## src/rtl/hvd_pkg.sv

```systemverilog
// Package with shared types, constants and arithmetic for the HMM Viterbi decoder.
`default_nettype none
package hvd_pkg;

  localparam int NUM_STATES  = 16;
  localparam int IN_DEGREE   = 16;
  localparam int NUM_FRAMES  = 64;
  localparam int STATE_W     = 4;
  localparam int SLOT_W      = 4;
  localparam int TIME_W      = 6;
  localparam int FRAME_CNT_W = 7;
  localparam int SCORE_W     = 32;
  localparam int CFG_W       = 5;
  localparam int SLOT_ADDR_W = STATE_W + SLOT_W;
  localparam int BP_ADDR_W   = TIME_W + STATE_W;

  localparam logic [SCORE_W-1:0] SCORE_MIN = {1'b1, {(SCORE_W-1){1'b0}}};
  localparam logic [SCORE_W-1:0] SCORE_MAX = {1'b0, {(SCORE_W-1){1'b1}}};
  localparam logic [CFG_W-1:0]   NUM_STATES_RESET = CFG_W'(NUM_STATES);

  typedef enum logic [1:0] {
    CMD_LOAD_SLOT = 2'd0,
    CMD_LOAD_INIT = 2'd1,
    CMD_EMISSION  = 2'd2,
    CMD_FINISH    = 2'd3
  } cmd_e_t;

  typedef enum logic [2:0] {
    ST_IDLE,
    ST_EM_SCAN,
    ST_EM_WRITE,
    ST_FIN_SCAN,
    ST_TB_EMIT,
    ST_TB_WAIT
  } ctrl_state_t;

  typedef struct packed {
    logic load_slot;
    logic load_init;
    logic start_em;
    logic drop;
    logic scan_step;
    logic em_write;
    logic fin_start;
    logic fin_step;
    logic tb_emit;
    logic tb_adv;
    logic clear_run;
  } ctrl_cmd_t;

  typedef struct packed {
    logic state_in_range;
    logic frame_full;
    logic frame_zero;
    logic scan_done;
    logic fin_done;
    logic out_free;
    logic tb_last;
  } dp_status_t;

  // Signed add clamped to the 32-bit range.
  function automatic logic [SCORE_W-1:0] sat_add(input logic [SCORE_W-1:0] a,
                                                 input logic [SCORE_W-1:0] b);
    logic [SCORE_W:0] s;
    s = {a[SCORE_W-1], a} + {b[SCORE_W-1], b};
    if (s[SCORE_W] != s[SCORE_W-1]) begin
      return s[SCORE_W] ? SCORE_MIN : SCORE_MAX;
    end
    return s[SCORE_W-1:0];
  endfunction

endpackage
`default_nettype wire

```

## src/rtl/hvd_ctrl.sv

```systemverilog
// Controller state machine sequencing loads, emission scans, finish search and traceback.
`default_nettype none
module hvd_ctrl (
  input  wire logic               clk,
  input  wire logic               rst,
  input  wire logic               in_valid,
  output logic                    in_stall,
  input  wire logic [1:0]         command,
  input  wire hvd_pkg::dp_status_t status,
  output hvd_pkg::ctrl_cmd_t      cmd
);
  import hvd_pkg::*;

  ctrl_state_t state, state_next;

  always_ff @(posedge clk) begin
    if (rst) begin
      state <= ST_IDLE;
    end else begin
      state <= state_next;
    end
  end

  always_comb begin
    state_next = state;
    cmd        = '0;
    in_stall   = (state != ST_IDLE);
    unique case (state)
      ST_IDLE: begin
        if (in_valid) begin
          unique case (cmd_e_t'(command))
            CMD_LOAD_SLOT: cmd.load_slot = 1'b1;
            CMD_LOAD_INIT: cmd.load_init = 1'b1;
            CMD_EMISSION: begin
              if (status.state_in_range) begin
                if (status.frame_full) begin
                  cmd.drop = 1'b1;
                end else begin
                  cmd.start_em = 1'b1;
                  // The first frame takes its metric from the initial scores.
                  state_next = status.frame_zero ? ST_EM_WRITE : ST_EM_SCAN;
                end
              end
            end
            CMD_FINISH: begin
              cmd.fin_start = 1'b1;
              state_next    = ST_FIN_SCAN;
            end
            default: ;
          endcase
        end
      end
      ST_EM_SCAN: begin
        if (status.scan_done) begin
          state_next = ST_EM_WRITE;
        end else begin
          cmd.scan_step = 1'b1;
        end
      end
      ST_EM_WRITE: begin
        cmd.em_write = 1'b1;
        state_next   = ST_IDLE;
      end
      ST_FIN_SCAN: begin
        if (status.fin_done) begin
          state_next = ST_TB_EMIT;
        end else begin
          cmd.fin_step = 1'b1;
        end
      end
      ST_TB_EMIT: begin
        if (status.out_free) begin
          cmd.tb_emit = 1'b1;
          if (status.tb_last) begin
            cmd.clear_run = 1'b1;
            state_next    = ST_IDLE;
          end else begin
            state_next = ST_TB_WAIT;
          end
        end
      end
      ST_TB_WAIT: begin
        cmd.tb_adv = 1'b1;
        state_next = ST_TB_EMIT;
      end
      default: state_next = ST_IDLE;
    endcase
  end

endmodule
`default_nettype wire

```

## config.mk

```make
export PLATFORM = sky130hd
export DESIGN_NAME = hvd_ctrl
export DESIGN_NICKNAME = d
export VERILOG_FILES = /design/src/rtl/hvd_pkg.sv /design/src/rtl/hvd_ctrl.sv
export SDC_FILE = /design/constraint.sdc
export NUM_CORES = 1
export LEC_CHECK = 0
export BUFFER_PORTS_ARGS = -buffer_cell sky130_fd_sc_hd__buf_2
export CORE_AREA = 4 4 41 43
export CTS_CLUSTER_SIZE = 8
export DETAILED_ROUTE_END_ITERATION = 6
export DIE_AREA = 0 0 45 47
export SYNTH_ARGS = -nofsm -noshare
export SYNTH_HDL_FRONTEND = slang
export SYNTH_SLANG_ARGS = --single-unit
```

## constraint.sdc

```tcl
create_clock -name clk -period 2.28 [get_ports clk]
set_clock_uncertainty 0.1 [all_clocks]
set_input_delay 0 -clock clk [delete_from_list [all_inputs] [get_ports clk]]
set_output_delay 0 -clock clk [all_outputs]
set_load 0.02 [all_outputs]
```

After elaboration in Yosys (flattened, before gate mapping)
Cells that the tools add are included.
{ "word_totals": {"input_bits": 12, "ff_bits": 3, "elab_cells": 52, "output_inout_bits": 12} }
{ "classes": {"mux": 32, "eq_ne": 15, "n_reduce_logical": 4} }
{ "op_table": {"columns": ["op", "n"], "rows": [
  ["$mux 3", 7],
  ["$mux 1", 18],
  ["$pmux 3 s5", 1],
  ["$mux 4", 2],
  ["$ne 2x2->1 const B", 4],
  ["$reduce_and 7->1", 1],
  ["$eq 3x2->1 const B", 2],
  ["$eq 3x3->1 const B", 2],
  ["$mux 2", 3],
  ["$ne 3x3->1 const B", 2],
  ["$pmux 3 s2", 1],
  ["$eq 2x2->1 const B", 2],
  ["$eq 3x1->1 const B", 1],
  ["$logic_not 3->1", 1],
  ["$ne 3x1->1 const B", 1],
  ["$reduce_bool 3->1", 1],
  ["$eq 2x1->1 const B", 1],
  ["$logic_not 2->1", 1]
]} }

Logic depth before layout (Yosys ltp)
{ "depth": {"word_depth": 6, "mapped_depth": 5} }

Worst setup path after synthesis
Ideal clock, no wire load.
{ "synth_timing": {"path_type": "register to register", "from": "register state[2]", "to": "register state[0]", "t_required_ps": 2054, "path_stages_with_launch": 6, "path_slack_ps": 420, "t_arrival_ps": 1634, "cell_sequence": "dfxtp_1 buf_6 nor4b_1 a21oi_1 nand2_1 o211ai_1"} }
{ "synth_via": {"elab_chain_len": 3, "word_cells_on_any_way": 14, "cone_classes": "eq/ne (11); mux (1); reduce/logical (2)"} }
{ "synth_rtl": {"columns": ["element", "line_no", "text"], "rows": [
  ["start: declaration", "hvd_ctrl.sv:14", "ctrl_state_t state, state_next;"],
  ["start signal: assignment", "hvd_ctrl.sv:20", "state <= state_next;"],
  ["$eq 3x1->1, or another cell as far along", "hvd_ctrl.sv:28", "unique case (state)"],
  ["$ne 2x2->1 (no line), or another cell as far along", null, null],
  ["$reduce_and 7->1 (no line)", null, null]
]} }
Several ways; a longest one is shown, not always the timed one.
A chain may end at the register's enable or synchronous reset.

Worst setup path after layout
{ "layout_timing": {"from": "register state[2]", "to": "register state[2]"} }
Same word-level chain as after synthesis.

==> flow_metrics.env <==
export IMPL_grt_pass1_wl_mm=1.64
export IMPL_drt_antenna_violating_nets=0
export IMPL_fill_cells=151
export IMPL_vias=428
export IMPL_yosys_register_bits=3
export IMPL_n_antenna_cell=0
export IMPL_drt_iter0_drc=1
export IMPL_clk_latency_ns=0.24
export IMPL_synth_area_per_cell_um2=7.37
export IMPL_place_congestion=0.688
export IMPL_design_area_um2=502
export IMPL_dr_pass1_iters=2
export IMPL_tightest_slew_ns=0.607
export IMPL_hold_class="primary input to flop"
export IMPL_cts_max_level=1
export IMPL_die_x_um=45
export IMPL_fin_setup_tns_ns=0
export IMPL_nNetsFinal=85
export IMPL_top_register="state"
export IMPL_holdWs_ns=0.0420
export IMPL_hpwl_um=754
export IMPL_wl_um=980
export IMPL_drive_gt1_share_pct=40.3
export IMPL_vias_per_cell=4.92
export IMPL_cp_arrival_ns=2.07
export IMPL_synthesis_area_um2=332
export IMPL_track_usage_pct=11.2
export IMPL_cts_buffer_depth=2
export IMPL_worst_setup_path_type="flop to flop"
export IMPL_peakVddDrop_mv=0.105
export IMPL_cts_made_buffers=3
export IMPL_post_route_util_pct=38.6
export IMPL_cp_required_ns=2.34
export IMPL_outcome="completed"
export IMPL_powerDensity_mw_per_mm2=404
export IMPL_finalMaxSlewViolations=0
export IMPL_place_area_um2=445
export IMPL_slew_headroom_pct=59.0
export IMPL_area_growth_pct=51.3
export IMPL_yosys_warnings=0
export IMPL_timing_final_crit_share_pct=88.3
export IMPL_syn_inst=45
export IMPL_hold_buffers=3
export IMPL_max_freq_mhz=497
export IMPL_period_minus_slack_ns=2.01
export IMPL_ys_seq_area_share_pct=18.1
export IMPL_grt_setup_unrepaired="no"
export IMPL_final_common_cell="buf_2"
export IMPL_synth_nets=57
export IMPL_crit_fanout=10
export IMPL_ios=24
export IMPL_drcViolationCount=0
export IMPL_largest_register_ffs=3
export IMPL_endpoint_kind="flop"
export IMPL_postCtsSetupBuffers=0
export IMPL_power_leakage_uw=0.000256
export IMPL_hold_violations=0
export IMPL_max_cap_violations=0
export IMPL_grt_pass1_vias=415
export IMPL_root_buffer="clkbuf_4"
export IMPL_final_cell_mix="buf_2 (23), nand2_1 (4)"
export IMPL_coreArea_mm2=0.00130
export IMPL_reg_top3="state (3)"
export IMPL_grt_max_degree=14
export IMPL_port_buffers=23
export IMPL_cp_start_kind="flop"
export IMPL_wl_per_cell_um=11.3
export IMPL_antenna_found_initial=0
export IMPL_pre_cts_ws_ns=0.715
export IMPL_fin_ws_ns=0.267
export IMPL_start_util_pct=25.5
export IMPL_clkTransAtPathRegs_ns=0.04
export IMPL_grt_ovfl_total=0
export IMPL_clock_sinks=3
export IMPL_rows=13
export IMPL_cts_resized=0
export IMPL_dieArea_mm2=0.00212
export IMPL_ys_types=28
export IMPL_cts_tree="done"
export IMPL_fp_dieH_um=47
export IMPL_setup_viol=0
==> routing by layer <==
layer | part of all wire, % | vias to the layer above | global-route usage, %
li1 | - | 224 | -
met1 | 42 | 186 | 11.1
met2 | 48 | 16 | 19.2
met3 | 8.8 | 2 | 3.83
met4 | 0.82 | 0 | 8.77
met5 | 0 | - | 0
==> layout make-up <==
class / instances / area [µm²] / area share [%]
timing repair buffer: 26 / 145 / 28.9
sequential: 3 / 60.1 / 12.0
tap: 15 / 18.8 / 3.74
clock buffer: 4 / 26.3 / 5.24
multi-input combinational: 37 / 244 / 48.6
inverter: 2 / 7.51 / 1.50
==> metrics by stage <==
stage | power, µW | cells
2_1_floorplan | 85.8 | 45
3_3_place_gp | 106 | 80
3_5_place_dp | 106 | 80
4_1_cts | 209 | 87
5_1_grt | 218 | 87
6_report | 203 | 87
==> cells by family after synthesis <==
family	Yosys count	synth area share [%]
compound gates	10	18.5
simple gates	27	55.1
buf+inv	5	8.30
flops	3	18.1
==> Yosys cell counts <==
master / number / area [µm²]
nand2_1: 4 / 15.0
o21ai_0: 2 / 10.0
nor2_1: 3 / 11.3
nor3b_1: 1 / 7.51
nor4b_1: 3 / 26.3
or4_1: 1 / 7.51
a21oi_1: 3 / 15.0
nand3_1: 1 / 5.00
nor2b_1: 2 / 12.5
or3_1: 2 / 12.5
and4bb_2: 1 / 12.5
nand2b_1: 1 / 6.26
and2_1: 2 / 12.5
or4b_1: 1 / 10.0
a211oi_1: 1 / 7.51
clkbuf_1: 1 / 3.75
nor4_1: 1 / 6.26
and3b_1: 1 / 8.76
or2_1: 1 / 6.26
a31oi_1: 1 / 6.26
buf_2: 1 / 5.00
and3b_2: 1 / 10.0
dfxtp_1: 3 / 60.1
inv_1: 2 / 7.51
o211ai_1: 2 / 15.0
a21o_1: 1 / 7.51
nor3b_2: 1 / 12.5
buf_6: 1 / 11.3
==> final timing paths <==
| path | cells after the start | start | slack [ns] | endpoint |
|---|---|---|---|---|
| worst max-delay path | 4 | state[2] | 0.27 | state[2] |
| worst min register to register | 2 | state[0] | 0.58 | state[0] |
| worst min-delay path | 3 | in_valid | 0.04 | state[1] |
| worst max register to register | 4 | state[2] | 0.27 | state[2] |
==> critical path: stages (launching register included) <==
cell and delay, ns:
dfxtp_1 0.47, nor2b_1 0.29, or4b_1 0.45, dlygate4sd3_1 0.56, o21ai_0 0.07
==> power by group <==
part,switching [µW],internal [µW]
Clock,29.2,65.7
Sequential,3.64,54.4
Combinational,26.2,23.6
Total,59.0,144
Note: power is estimated with default switching activity, not from simulation.
